### config.mk
export PLATFORM = sky130hd
export DESIGN_NAME = jpeg_frame_header_scanner
export DESIGN_NICKNAME = d
export VERILOG_FILES = /design/src/design/jfhs_pkg.sv /design/src/design/jfhs_out_buf.sv /design/src/design/jpeg_frame_header_scanner.sv
export SDC_FILE = /design/constraint.sdc
export NUM_CORES = 1
export LEC_CHECK = 0
export ABC_AREA = 1
export BUFFER_PORTS_ARGS = -buffer_cell sky130_fd_sc_hd__clkbuf_2
export CORE_UTILIZATION = 29
export DETAILED_ROUTE_END_ITERATION = 6
export PLACE_DENSITY = 0.56
export SETUP_SLACK_MARGIN = 0.02
export SYNTH_ARGS = -nofsm -noshare
export SYNTH_HDL_FRONTEND = slang
export SYNTH_SLANG_ARGS = --single-unit
### constraint.sdc
create_clock -name clk_i -period 9.03 [get_ports clk_i]
set_input_delay 0.4515 -clock clk_i [delete_from_list [all_inputs] [get_ports clk_i]]
set_output_delay 0.4515 -clock clk_i [all_outputs]
set_load 0.01 [all_outputs]
### src/design/jfhs_pkg.sv
package jfhs_pkg;

  localparam int unsigned PhaseW = 4;

  // Marker and header byte values.
  localparam logic [7:0] ByteFf   = 8'hFF;
  localparam logic [7:0] ByteSoi  = 8'hD8;
  localparam logic [7:0] ByteSof0 = 8'hC0;
  localparam logic [7:0] ByteSof2 = 8'hC2;
  localparam logic [15:0] LenSelf = 16'd2;

  localparam logic [7:0] NcompRgb  = 8'd3;
  localparam logic [7:0] NcompLuma = 8'd1;

  typedef enum logic [1:0] {
    FmtUnknown = 2'd0,
    FmtRgb8    = 2'd1,
    FmtLuma8   = 2'd2
  } pix_fmt_e;

  typedef struct packed {
    logic        header_ok;
    logic        frame_found;
    logic [15:0] image_width;
    logic [15:0] image_height;
    pix_fmt_e    pixel_format;
  } result_t;

endpackage

### src/design/jfhs_out_buf.sv
module jfhs_out_buf (
  input  logic              clk_i,
  input  logic              rst_ni,
  input  logic              push_i,
  input  jfhs_pkg::result_t push_data_i,
  output logic              room_o,
  output logic              valid_o,
  input  logic              ready_i,
  output jfhs_pkg::result_t data_o
);
  import jfhs_pkg::*;

  // A result register with one skid entry behind it.
  logic    main_v_q, main_v_d;
  logic    skid_v_q, skid_v_d;
  result_t main_q, main_d;
  result_t skid_q, skid_d;
  logic    pop;

  assign pop     = main_v_q && ready_i;
  assign room_o  = !skid_v_q;
  assign valid_o = main_v_q;
  assign data_o  = main_q;

  always_comb begin
    main_v_d = main_v_q;
    skid_v_d = skid_v_q;
    main_d   = main_q;
    skid_d   = skid_q;
    if (pop) begin
      if (skid_v_q) begin
        main_d   = skid_q;
        skid_v_d = 1'b0;
      end else begin
        main_v_d = push_i;
        main_d   = push_data_i;
      end
    end else if (push_i) begin
      if (!main_v_q) begin
        main_v_d = 1'b1;
        main_d   = push_data_i;
      end else begin
        skid_v_d = 1'b1;
        skid_d   = push_data_i;
      end
    end
  end

  always_ff @(posedge clk_i or negedge rst_ni) begin
    if (!rst_ni) begin
      main_v_q <= 1'b0;
      skid_v_q <= 1'b0;
    end else begin
      main_v_q <= main_v_d;
      skid_v_q <= skid_v_d;
    end
  end

  always_ff @(posedge clk_i) begin
    main_q <= main_d;
    skid_q <= skid_d;
  end

endmodule

### src/design/jpeg_frame_header_scanner.sv
// Channel   | Direction | Handshake              | Beat payload
// ----------+-----------+------------------------+--------------------------------------
// input     | in        | in_valid_i/in_ready_o   | data_byte_i, stream_end_i
// result    | out       | out_valid_o/out_ready_i | header_ok_o, frame_found_o,
//           |           |                        | image_width_o, image_height_o,
//           |           |                        | pixel_format_o
//
// One input beat is taken per cycle while in_ready_o is high; the parser updates
// its phase and holds at the accepting edge, which also pushes any result into the output queue.
// The output has a result register plus one skid entry, so in_ready_o stays
// high while a single result waits; it drops only when two results are queued.
// Reset (rst_ni low, asynchronous) returns the parser to the first start-of-image
// byte and empties the output queue. No clearing pass is needed.
module jpeg_frame_header_scanner (
  input  logic                 clk_i,
  input  logic                 rst_ni,
  input  logic                 in_valid_i,
  output logic                 in_ready_o,
  input  logic [7:0]           data_byte_i,
  input  logic                 stream_end_i,
  output logic                 out_valid_o,
  input  logic                 out_ready_i,
  output logic                 header_ok_o,
  output logic                 frame_found_o,
  output logic [15:0]          image_width_o,
  output logic [15:0]          image_height_o,
  output logic [1:0]           pixel_format_o
);
  import jfhs_pkg::*;

  // Parse phases, in file order. Every phase from PhPrefix to PhNcomp means the
  // start-of-image marker was matched; PhDone also follows a bad one.
  localparam logic [PhaseW-1:0] PhSoi0   = 4'd0;
  localparam logic [PhaseW-1:0] PhSoi1   = 4'd1;
  localparam logic [PhaseW-1:0] PhPrefix = 4'd2;
  localparam logic [PhaseW-1:0] PhCode   = 4'd3;
  localparam logic [PhaseW-1:0] PhLenHi  = 4'd4;
  localparam logic [PhaseW-1:0] PhLenLo  = 4'd5;
  localparam logic [PhaseW-1:0] PhSkip   = 4'd6;
  localparam logic [PhaseW-1:0] PhPrec   = 4'd7;
  localparam logic [PhaseW-1:0] PhHHi    = 4'd8;
  localparam logic [PhaseW-1:0] PhHLo    = 4'd9;
  localparam logic [PhaseW-1:0] PhWHi    = 4'd10;
  localparam logic [PhaseW-1:0] PhWLo    = 4'd11;
  localparam logic [PhaseW-1:0] PhNcomp  = 4'd12;
  localparam logic [PhaseW-1:0] PhDone   = 4'd13;

  logic [PhaseW-1:0] phase_q, phase_d, phase_step;
  logic [15:0]       skip_q, skip_d;
  logic [7:0]        hi_q, hi_d;
  logic [15:0]       height_q, height_d;
  logic [15:0]       width_q, width_d;
  logic [7:0]        marker_q, marker_d;
  logic              sent_q, sent_d;

  logic              accept;
  logic              res_valid;
  result_t           res;
  logic              buf_room;
  result_t           out_data;

  logic [15:0]       seg_len;
  logic [15:0]       seg_skip;
  logic [15:0]       skip_dec;
  pix_fmt_e          ncomp_fmt;

  assign accept   = in_valid_i && in_ready_o;
  assign seg_len  = {hi_q, data_byte_i};
  assign seg_skip = seg_len - LenSelf;
  assign skip_dec = skip_q - 16'd1;

  always_comb begin
    case (data_byte_i)
      NcompRgb:  ncomp_fmt = FmtRgb8;
      NcompLuma: ncomp_fmt = FmtLuma8;
      default:   ncomp_fmt = FmtUnknown;
    endcase
  end

  // Per-byte phase walk. The result computed here is pushed into the output
  // queue at the same edge that accepts the byte.
  always_comb begin
    phase_step = phase_q;
    skip_d     = skip_q;
    hi_d       = hi_q;
    height_d   = height_q;
    width_d    = width_q;
    marker_d   = marker_q;
    sent_d     = sent_q;
    res_valid  = 1'b0;
    res        = '{header_ok: 1'b0, frame_found: 1'b0, image_width: 16'd0,
                   image_height: 16'd0, pixel_format: FmtUnknown};

    unique case (phase_q)
      PhSoi0: begin
        hi_d       = data_byte_i;
        phase_step = PhSoi1;
      end
      PhSoi1: begin
        if (hi_q == ByteFf && data_byte_i == ByteSoi) begin
          phase_step = PhPrefix;
        end else begin
          // Bad start-of-image: report right away, the rest of the file is ignored.
          res_valid  = 1'b1;
          sent_d     = 1'b1;
          phase_step = PhDone;
        end
      end
      PhPrefix: phase_step = PhCode;
      PhCode: begin
        marker_d   = data_byte_i;
        phase_step = PhLenHi;
      end
      PhLenHi: begin
        hi_d       = data_byte_i;
        phase_step = PhLenLo;
      end
      PhLenLo: begin
        if (marker_q == ByteSof0 || marker_q == ByteSof2) begin
          phase_step = PhPrec;
        end else begin
          // Lengths below two wrap to a long skip, as the 16-bit count does.
          skip_d     = seg_skip;
          phase_step = (seg_skip == 16'd0) ? PhPrefix : PhSkip;
        end
      end
      PhSkip: begin
        skip_d = skip_dec;
        if (skip_dec == 16'd0) begin
          phase_step = PhPrefix;
        end
      end
      PhPrec: phase_step = PhHHi;
      PhHHi: begin
        hi_d       = data_byte_i;
        phase_step = PhHLo;
      end
      PhHLo: begin
        height_d   = {hi_q, data_byte_i};
        phase_step = PhWHi;
      end
      PhWHi: begin
        hi_d       = data_byte_i;
        phase_step = PhWLo;
      end
      PhWLo: begin
        width_d    = {hi_q, data_byte_i};
        phase_step = PhNcomp;
      end
      PhNcomp: begin
        res_valid  = 1'b1;
        res        = '{header_ok: 1'b1, frame_found: 1'b1, image_width: width_q,
                       image_height: height_q, pixel_format: ncomp_fmt};
        sent_d     = 1'b1;
        phase_step = PhDone;
      end
      default: phase_step = PhDone;
    endcase

    phase_d = phase_step;
    if (stream_end_i) begin
      // A file that ends before any result still reports once, as not found.
      if (!res_valid && !sent_q) begin
        res_valid     = 1'b1;
        res.header_ok = (phase_step >= PhPrefix);
      end
      phase_d = PhSoi0;
      sent_d  = 1'b0;
    end
  end

  always_ff @(posedge clk_i or negedge rst_ni) begin
    if (!rst_ni) begin
      phase_q <= PhSoi0;
      sent_q  <= 1'b0;
    end else if (accept) begin
      phase_q <= phase_d;
      sent_q  <= sent_d;
    end
  end

  // Holds are always written before they are read within one file.
  always_ff @(posedge clk_i) begin
    if (accept) begin
      skip_q   <= skip_d;
      hi_q     <= hi_d;
      height_q <= height_d;
      width_q  <= width_d;
      marker_q <= marker_d;
    end
  end

  jfhs_out_buf u_out_buf (
    .clk_i       (clk_i),
    .rst_ni      (rst_ni),
    .push_i      (accept && res_valid),
    .push_data_i (res),
    .room_o      (buf_room),
    .valid_o     (out_valid_o),
    .ready_i     (out_ready_i),
    .data_o      (out_data)
  );

  assign in_ready_o     = buf_room;
  assign header_ok_o    = out_data.header_ok;
  assign frame_found_o  = out_data.frame_found;
  assign image_width_o  = out_data.image_width;
  assign image_height_o = out_data.image_height;
  assign pixel_format_o = out_data.pixel_format;

endmodule

## After elaboration in Yosys (flattened, before gate mapping)

Cells that the tools add are included.

| operators by class | value |
|---|---|
| mux-type cells | 29 |
| magnitude comparators | 1 |
| eq/ne operators | 22 |
| reduce and logical (&&, ||, !) cells | 27 |
| add/subtract/negate cells | 2 |
| bitwise logic cells | 1 |

Operators with widths:

| kind | count |
|---|---|
| 36-bit two-way mux | 5 |
| 4-bit case mux with 12 select lines | 1 |
| 8-bit == test, second input constant | 4 |
| 16-bit zero test | 2 |
| 16-bit case mux with 2 select lines | 1 |
| 4-bit == test, second input constant | 5 |
| 4-bit by 3-bit == test with 1-bit output, second input constant | 4 |
| 16-bit two-way mux | 1 |
| 16-bit by 1-bit subtractor with 16-bit output, second input constant | 1 |
| 16-bit by 2-bit subtractor with 16-bit output, second input constant | 1 |
| 2-bit AND reduction | 7 |
| 1-bit two-way mux | 13 |
| 4-bit two-way mux | 3 |
| 3-bit AND reduction | 3 |
| 4-bit by 2-bit == test with 1-bit output, second input constant | 2 |
| 8-bit by 1-bit == test with 1-bit output, second input constant | 1 |
| 8-bit by 2-bit == test with 1-bit output, second input constant | 1 |
| 3-bit two-way mux | 2 |
| 2-bit inequality test, second input constant | 3 |
| 2-bit nonzero test | 3 |
| 1-bit logical AND | 5 |
| 4-bit by 1-bit == test with 1-bit output, second input constant | 1 |
| 4-bit by 2-bit greater-or-equal comparator with 1-bit output, second input constant | 1 |
| 4-bit zero test | 1 |
| other kinds (8) | 11 |

| word-level totals | value |
|---|---|
| input bits | 13 |
| register bits | 143 |
| output and inout port bits | 38 |
| word-level logic and storage cells | 101 |

## Longest topological paths before layout

Gate-level depths: netlist of the first run.

| depth | value |
|---|---|
| word-level depth | 11 |
| gate-level depth with buffers | 15 |

## By module

Synthesis of the first run repeated with hierarchy kept, for this count alone.

| unflattened totals | value |
|---|---|
| cells, all modules | 657 |
| area total of the unflattened synthesis | 6617.6 um^2 |

By module, submodules not included:

| module | area an instance (um^2) | times used | cells each | seq. area each (um^2) |
|---|---|---|---|---|
| jpeg_frame_header_scanner | 3743.6 | 1 | 446 | 2016.9 |
| jfhs_out_buf | 2874.0 | 1 | 211 | 2212.1 |

## Least setup slack after synthesis of the first run

No wires, ideal clock.

| path | value |
|---|---|
| path kind | flip-flop to flip-flop |
| start point | register phase_q[2] |
| end point | register u_out_buf.main_q (netlist bit u_out_buf.data_o[0]), enable pin |
| arrival time | 3.688 ns |
| buffers on the path | 0 |
| cell stages (with the launch flop) | 8 |
| setup slack | 4.863 ns |
| path through | dfrtp_1 > nor2_1 > inv_1 > nor2_1 > o31ai_4 > nand2_2 > o21ai_2 > o21ai_0 |

| between the ends | value |
|---|---|
| word-level cells in the longest chain between the ends | 9 |
| elaborated cells on any way between the ends | 10 |

RTL lines:

| what | RTL line | RTL |
|---|---|---|
| from (decl) | jpeg_frame_header_scanner.sv:48 | `logic [PhaseW-1:0] phase_q, phase_d, phase_step;` |
| from (signal assigned) | jpeg_frame_header_scanner.sv:174 | `phase_q <= PhSoi0;` |
| from (signal assigned) | jpeg_frame_header_scanner.sv:177 | `phase_q <= phase_d;` |
| 4-bit == test / 4-bit by 1-bit == test with 1-bit output (equally long branches) | jpeg_frame_header_scanner.sv:94 | `unique case (phase_q)` |
| 1-bit case mux with 2 select lines (*) | jpeg_frame_header_scanner.sv:94 |  |
| 1-bit zero test | jpeg_frame_header_scanner.sv:163 | `if (!res_valid && !sent_q) begin` |
| 1-bit logical AND | jpeg_frame_header_scanner.sv:163 |  |
| 1-bit two-way mux | jpeg_frame_header_scanner.sv:163 |  |
| 1-bit two-way mux (*) | jpeg_frame_header_scanner.sv:161 | `if (stream_end_i) begin` |
| 1-bit logical AND (*) | jpeg_frame_header_scanner.sv:196 | `.push_i (accept && res_valid),` |
| 2-bit nonzero test (no line) (*) | - |  |
| 2-bit AND reduction (no line) (*) | - |  |
| to (signal assigned) | jfhs_out_buf.sv:60 | `main_q <= main_d;` |
| to (decl) | jfhs_out_buf.sv:16 | `result_t main_q, main_d;` |

Every way passes the cells marked *; elsewhere a longest branch is shown, timed or not.
A chain may end at the register's enable or synchronous reset.

## Worst setup path after layout of the first run

| path | value |
|---|---|
| start point | register phase_q[2] |
| end point | register skip_q[1], enable pin |

| between the ends | value |
|---|---|
| word-level cells in the longest chain between the ends | 3 |
| elaborated cells on any way between the ends | 5 |

RTL lines:

| what | RTL line | RTL |
|---|---|---|
| 4-bit by 3-bit == test with 1-bit output | jpeg_frame_header_scanner.sv:94 |  |
| 2-bit inequality test (no line) / 2-bit nonzero test (equally long branches) | - |  |
| 3-bit AND reduction (no line) (*) | - |  |
| to (signal assigned) | jpeg_frame_header_scanner.sv:185 | `skip_q <= skip_d;` |
| to (decl) | jpeg_frame_header_scanner.sv:49 | `logic [15:0] skip_q, skip_d;` |

Marks and branches as above.

==> results.md, run 1 <==
- Initial antenna violation count: 0
- Design Power: 0.001519 W
- CTS tree: yes
- Area taken by multi-input logic gates: 1881 um2
- Die ar.: 22750 um2
- Final WS setup: 6.085 ns
- Wirelength, routed: 13020 um
- Vias in the first global route: 4260
- Share of power burned in the clock network: 51.7%
- Worst slew pin tran: 1.059 ns
- Avg Inst Size Synth: 9.884 um2
- Worst setup EP type: flop
- Final Cycle Share: 32.62%
- Worst hold path class: input pin to flop
- Yosys Warn Count: 0
- TNS Setup: 0 ns
- Post-CTS setup buffer count: 0
- Run status: completed
- HP Start: stream_end_i
- Vias: 4362
- Switching share of power: 18.56%
- CP Launch Point: phase_q[2]
- Register share of total power: 47.0%
- Clock Skews: 0.009791 ns
- P_int: 0.001237 W
- Reg area: 4229 um2
- Netlist cell types: 36
- Most frequent cells after synthesis: nand2_1, edfxtp_1, nor2_1
- Clock period minus worst slack: 2.945 ns
- Initial Util: 29.53%
- Post-synthesis sequential area ratio: 65.82%
- Core area: 21760 um2
- HPWL Detailed: 9156 um
- Hold Fails Final Rpt: 0
- Count leader, synth: nand2_1
- I/O pins: 51
- Startpoint types: flop
- RSZ-0062 raised after global routing: false
- DR vias/cell: 4.345
- CTS Sinks: 142
- Number of flops mapped to enable cells by yosys: 135
- Fmax: 339.5 MHz
- PwrDens: 196.9 nW/um2
- Flops & latches, synth: 142
- Final slew viol count: 0
- CTS H-Tree Depth: 4
- Top post-synthesis cells by area: edfxtp_1, nand2_1, nor2_1
- Lkg Pwr: 3.117 nW
- # rows: 54
- # nets final: 727
- Total GRT Usage: 12.69%
- Share of the synthesized area in the top cell type: 63.10%
- Mapped Area: 6425 um2
- Top FF cell, synth: edfxtp_1
- Ys async rst share: 4.930%
- Clk pin slew, worst setup/hold paths: 0.06 ns
- First-pass DRT Iterations: 4
- Clk Tree Root Cell: clkbuf_16
- Syn nets: 666
- Dpl ws: 6.016 ns
- Setup Crit Path Kind: flop to flop
- CP required: 9.08 ns
- Slew margin rel.: 29.16%
- DR WL/cell: 12.97 um
- Sw power: 0.0002820 W
- Yosys top cell by area: edfxtp_1
- PostCTS Resize Cnt: 0
- Layout cells sized above 1: 14.78%
- TritonCTS Buffers: 17
- DR DRC count: 0
- Max FO, Critical Path: 21
- Peak VDD IR: 0.1023 mV
- Max_cap viols: 0
- Worst-skew pair later-pin latency: 0.43 ns
- Ant diodes: 0
- Maximum clock path buffer count: 2
- Total congestion overflow: 0
- Die W: 150.8 um
- Hold buffers post-CTS: 1
- Final antenna-violating net count: 0
- Reg-to-Reg Start: phase_q[2]
- Starting DRT DRC Count: 310
- Area Growth Syn to Fin: 20.08%
- Largest net degree at the start of global routing: 38
- Cells after Synth: 650
- Global-route wire length before repair: 21690 um
- # fillers: 2198
- Setup Viol. Count Final: 0
- CP Data Arrival Time: 2.99 ns
- Die Y-Extent: 150.8 um
- Port Buffers: 50
- Gpl congestion: 0.8832
- Logic pwr share: 1.4%
==> final timing paths <==
path / to / slack [ns] / cells after the start
max in group asynchronous: phase_q[3] / 8.45 / 2
worst min register to register: u_out_buf.data_o[21] / 0.51 / 2
min in group asynchronous: u_out_buf.valid_o / 0.41 / 2
worst max-delay path: skip_q[1] / 6.08 / 6
worst min-delay path: sent_q / 0.25 / 2
worst max register to register: skip_q[1] / 6.08 / 6
==> flip-flops by register name (all words and copies together), names as in the netlist <==
signal	count
height_q	16
hi_q	8
marker_q	7
phase_q	4
sent_q	1
skip_q	16
u_out_buf.data_o	36
u_out_buf.skid_q	36
u_out_buf.skid_v_q	1
u_out_buf.valid_o	1
width_q	16
==> through the flow <==
stage / instance area (um2) / util [%] / instances / hold slack [ns]
3_5_place_dp: 7037 / 32.34 / 971 / 0.2995
5_1_grt: 7715 / 35.46 / 1004 / 0.2594
6_report: 7715 / 35.46 / 1004 / 0.2472
2_1_floorplan: 6425 / - / 650 / 0.1559
3_3_place_gp: 7037 / 32.34 / 971 / 0.3020
4_1_cts: 7715 / 35.46 / 1004 / 0.2288
==> cells in the final DEF (no fill, tap or decap), types with 6 or more instances in the layout <==
master / synthesis / layout
clkbuf_2: 0 / 50
nand2_1: 220 / 220
nand3_1: 16 / 16
nand3b_1: 6 / 6
inv_1: 74 / 74
inv_2: 6 / 6
o21ai_0: 24 / 23
edfxtp_1: 135 / 135
clkbuf_16: 0 / 17
nor2_1: 98 / 97
bufinv_16: 0 / 6
dfrtp_1: 7 / 7
==> per-layer routing <==
layer  up-vias  routed length, um  track usage [%]
met5         -                  0                0
met4         0                254            5.000
met3        21                598            3.735
met2        89               6300            20.46
met1      2013               5870            15.96
li1       2239                  -                -
==> area by class of cell <==
type                            count  share of cell area (%)
Timing Repair Buffer               54                   3.665
Sequential cell                   142                   54.82
Tap cell                          280                   4.541
Clock buffer                       18                   5.563
Multi-Input combinational cell    415                   24.38
Clock inverter                     14                   3.098
Inverter                           81                   3.941
==> cells by family after synthesis <==
| family | synth area share [%] |
|---|---|
| AOI/OAI and AO/OA | 3.681 |
| xor gates and xnor gates | 0.8181 |
| adders and majority gates | 0.5843 |
| buffers and inverters | 5.453 |
| DFF | 65.82 |
| muxes | 0.3116 |
| and+or+nand+nor | 23.33 |
==> power groups by stage <==
stage	sequential [W]	combinational (W)	clock [W]
finish	0.000714	0.0000209	0.000785
global route	0.000713	0.0000237	0.000827
CTS	0.000713	0.0000212	0.000798
detailed placement	0.000727	0.0000207	0
global placement	0.000727	0.0000206	0
floorplan	0.000727	0.00000909	0
==> critical path, stage by stage (launching register included) <==
cell and delay [ns]:
dfrtp_1 0.45, inv_1 0.11, nor2_1 0.10, inv_1 0.07, nor2_1 0.57, inv_1 0.46
a21oi_2 0.80
(Power assumes the default switching activity.)
==> inputs of run 2 (changes only) <==
--- a/config.mk
+++ b/config.mk
@@ -5,11 +5,11 @@
 export SDC_FILE = /design/constraint.sdc
 export NUM_CORES = 1
 export LEC_CHECK = 0
-export ABC_AREA = 1
+export ABC_AREA = 0
 export BUFFER_PORTS_ARGS = -buffer_cell sky130_fd_sc_hd__clkbuf_2
 export CORE_UTILIZATION = 29
 export DETAILED_ROUTE_END_ITERATION = 6
-export PLACE_DENSITY = 0.56
+export PLACE_DENSITY = 0.57
 export SETUP_SLACK_MARGIN = 0.02
 export SYNTH_ARGS = -nofsm -noshare
 export SYNTH_HDL_FRONTEND = slang
==> constraint.sdc (replaced) <==
create_clock -name clk_i -period 2.6 [get_ports clk_i]
set_input_delay 0.13 -clock clk_i [delete_from_list [all_inputs] [get_ports clk_i]]
set_output_delay 0.13 -clock clk_i [all_outputs]
set_load 0.01 [all_outputs]
==> results.md, run 2 <==
- Wirelength, routed: 12840 um (was 13020 um)
- Flops & latches, synth: 142 (unchanged)
- Reg-to-Reg Start: phase_q[2] (unchanged)
- Ys async rst share: 4.930% (unchanged)
- Worst setup EP type: flop (unchanged)
- Most common cell after layout, fill and taps aside: edfxtp_1 (was nand2_1)
- Post-synthesis sequential area ratio: 68.28% (was 65.82%)
- Worst hold path class: input pin to flop (unchanged)
- CP required: 2.64 ns (was 9.08 ns)
- Startpoint types: flop (unchanged)
- Max_cap viols: 0 (unchanged)
- Logic pwr share: 22.1% (was 1.4%)
- Design Power: 0.007409 W (was 0.001519 W)
- Starting DRT DRC Count: 279 (was 310)
- Yosys top cell by area: edfxtp_1 (unchanged)
- RSZ-0062 raised after global routing: false (unchanged)
- Worst slew pin tran: 0.9355 ns (was 1.059 ns)
- PwrDens: 966.1 nW/um2 (was 196.9 nW/um2)
- # rows: 53 (was 54)
- Die Y-Extent: 148.1 um (was 150.8 um)
- Gpl congestion: 0.8807 (was 0.8832)
- Worst-case hold path end point: width_q[7] (was sent_q)
- Ant diodes: 0 (unchanged)
- Largest net degree at the start of global routing: 38 (unchanged)
- Fin Hold WS: 0.04508 ns (was 0.2472 ns)
- Final WS setup: 0.2584 ns (was 6.085 ns)
- Netlist cell types: 46 (was 36)
- Count leader, synth: edfxtp_1 (was nand2_1)
- Clock Skews: 0.01235 ns (was 0.009791 ns)
- Mapped Area: 6193 um2 (was 6425 um2)
- Final core area utilization: 36.60% (was 35.46%)
- Layout cells sized above 1: 29.89% (was 14.78%)
- TritonCTS Buffers: 17 (unchanged)
- DR DRC count: 2 (was 0)
- Top FF cell, synth: edfxtp_1 (unchanged)
- Vias in the first global route: 3801 (was 4260)
- Setup Crit Path Kind: flop to flop (unchanged)
- Yosys Warn Count: 0 (unchanged)
- Fmax: 427.1 MHz (was 339.5 MHz)
- DR vias/cell: 4.636 (was 4.345)
- Final Cycle Share: 90.06% (was 32.62%)
- Share of power burned in the clock network: 34.2% (was 51.7%)
- Post-CTS setup buffer count: 0 (unchanged)
- Initial antenna violation count: 0 (unchanged)
- Final antenna-violating net count: 0 (unchanged)
- Buffers & Inverters on Critical Path: 1 (was 3)
- Clk pin slew, worst setup/hold paths: 0.06 ns (about the same)
- Register share of total power: 43.8% (was 47.0%)
- Worst-skew pair later-pin latency: 0.42 ns (was 0.43 ns)
- Clk Tree Root Cell: clkbuf_16 (unchanged)
- Most frequent cells after synthesis: edfxtp_1, mux2_2, and2_1 (was nand2_1, edfxtp_1, nor2_1)
- Crit path cell chain: nand2_1 > nor3_2 > o21bai_1 > o21ai_0 > buf_4 > o21ai_2 (was inv_1 > nor2_1 > inv_1 > nor2_1 > inv_1 > a21oi_2)
- Clock period minus worst slack: 2.342 ns (was 2.945 ns)
- CTS H-Tree Depth: 4 (unchanged)
- Port Buffers: 50 (unchanged)
- I/O pins: 51 (unchanged)
- Sw power: 0.002090 W (was 0.0002820 W)
- Crit path max-delay family: compound AO/OA/AOI/OAI gates (unchanged)
- CTS tree: yes (unchanged)
- Total GRT Usage: 12.03% (was 12.69%)
- Maximum clock path buffer count: 2 (unchanged)
- Vias: 3788 (was 4362)
- Global-route wire length before repair: 19910 um (was 21690 um)
- Core area: 20960 um2 (was 21760 um2)
- Cells after Synth: 440 (was 650)
- Cells on worst reg2reg path: 6 (unchanged)
- Hold-critical path depth: 1 (was 2)
- Initial Util: 29.56% (was 29.53%)
- Area Growth Syn to Fin: 23.82% (was 20.08%)
- # nets final: 545 (was 727)
- Die W: 148.1 um (was 150.8 um)
- Leading cell types in the layout, fill and taps excluded: edfxtp_1, clkbuf_2, mux2_2, and2_1, buf_4 (was nand2_1, edfxtp_1, nor2_1, inv_1, clkbuf_2)
- Share of the synthesized area in the top cell type: 65.45% (was 63.10%)
- Syn nets: 456 (was 666)
- Area taken by multi-input logic gates: 1894 um2 (was 1881 um2)
- Reg area: 4229 um2 (unchanged)
- R2R setup slack: 0.26 ns (was 6.08 ns)
- CP Data Arrival Time: 2.39 ns (was 2.99 ns)
- DR WL/cell: 15.72 um (was 12.97 um)
- Hold Fails Final Rpt: 0 (unchanged)
- Max FO, Critical Path: 18 (was 21)
- Slew margin rel.: 37.63% (was 29.16%)
- PostCTS Resize Cnt: 0 (unchanged)
- Critical Path Max Stage Delay: 0.75 ns (was 0.80 ns)
- Switching share of power: 28.20% (was 18.56%)
- First-pass DRT Iterations: 6 (was 4)
- Final slew viol count: 0 (unchanged)
- Die ar.: 21950 um2 (was 22750 um2)
- HPWL Detailed: 8590 um (was 9156 um)
- Top post-synthesis cells by area: edfxtp_1, mux2_2, and2_1 (was edfxtp_1, nand2_1, nor2_1)
- Peak VDD IR: 0.3765 mV (was 0.1023 mV)
- Run status: finished with violations (was completed)
- TNS Setup: 0 ns (unchanged)
- # fillers: 1988 (was 2198)
- Total congestion overflow: 0 (unchanged)
- Number of flops mapped to enable cells by yosys: 135 (unchanged)
- Avg Inst Size Synth: 14.08 um2 (was 9.884 um2)
- Failing checks: design-rule violations
- Setup Viol. Count Final: 0 (unchanged)
- Worst reg2reg endpoint: u_out_buf.data_o[14] (was skip_q[1])
- HP Start: data_byte_i[7] (was stream_end_i)
- Lkg Pwr: 2.740 nW (was 3.117 nW)
- CTS Sinks: 142 (unchanged)
- Dpl ws: 0.1196 ns (was 6.016 ns)
- Worst path slowest cell: o21ai_2 (was a21oi_2)
- P_int: 0.005319 W (was 0.001237 W)
-- run 2: cell count changes in the layout (fill, tap and decap cells not counted), moves of 7 or more --
cell,delta
a21oi_1,+10
and2_1,+33
buf_4,+30
inv_1,-65
mux2_2,+37
nand2_1,-193
nand3_1,-10
nor2_1,-69
nor2b_1,+7
nor3_1,+11
o21ai_0,-12
xnor2_1,+8
xor2_1,+11
-- run 2: logic make-up (layout without fill, tap and decap cells) --
logic type      Yosys count  in the layout  synth area share [%]
xor+xnor                 25             25                 3.535
compound gates           49             50                 5.071
fa+ha+maj                 3              3                0.6061
mux                      40             40                 7.212
flops                   142            142                 68.28
buf+inv                  27            128                 2.020
simple gates            154            154                 13.27
-- run 2: stage by stage --
stage / area [um2] / cells
2_1_floorplan: 6227 / 440
3_3_place_gp: 7010 / 781
3_5_place_dp: 7010 / 781
4_1_cts: 7660 / 816
5_1_grt: 7669 / 817
6_report: 7669 / 817
-- run 2: power groups by stage --
stage                     Clock, W  Combinational, W  Sequential, W
after CTS                  0.00259           0.00163        0.00324
after global placement           0           0.00161        0.00327
final                      0.00253           0.00163        0.00324
after floorplan                  0          0.000899        0.00335
after detailed placement         0           0.00162        0.00329
after global routing       0.00267           0.00179        0.00329
-- run 2: worst max path at each step --
stage                                 to  cells after the start        from
global placement    u_out_buf.data_o[10]                      6  phase_q[2]
floorplan            u_out_buf.skid_q[0]                      6  phase_q[2]
finish              u_out_buf.data_o[14]                      6  phase_q[2]
detailed placement  u_out_buf.data_o[10]                      6  phase_q[2]
global route        u_out_buf.data_o[23]                      6  phase_q[2]
CTS                 u_out_buf.data_o[10]                      6  phase_q[2]
-- run 2: worst register-to-register path: stages (launching register included) --
cell and delay (ns):
dfrtp_1 0.51, nand2_1 0.14, nor3_2 0.14, o21bai_1 0.15
o21ai_0 0.09, buf_4 0.18, o21ai_2 0.75
-- run 2: area by class of cell --
| class | instances | share of cell area, % |
|---|---|---|
| Inverter | 9 | 0.4405 |
| Sequential cell | 142 | 55.15 |
| Clock inverter | 14 | 2.480 |
| Clock buffer | 18 | 5.596 |
| Tap cell | 275 | 4.487 |
| Timing Repair Buffer | 87 | 7.146 |
| Multi-Input combinational cell | 272 | 24.70 |
-- run 2: per-layer routing --
layer	global-route usage [%]	vias to the layer above	share of wire, %
met3	3.620	12	3.5
li1	-	1829	-
met2	20.66	81	51
met4	4.588	0	1.0
met1	14.07	1866	44
met5	0	-	0
-- run 2: repair_timing --
action                     4_1_cts  5_1_grt
hold endpoints to repair         9        0
setup endpoints to repair        0       36
hold buffers                     3        0
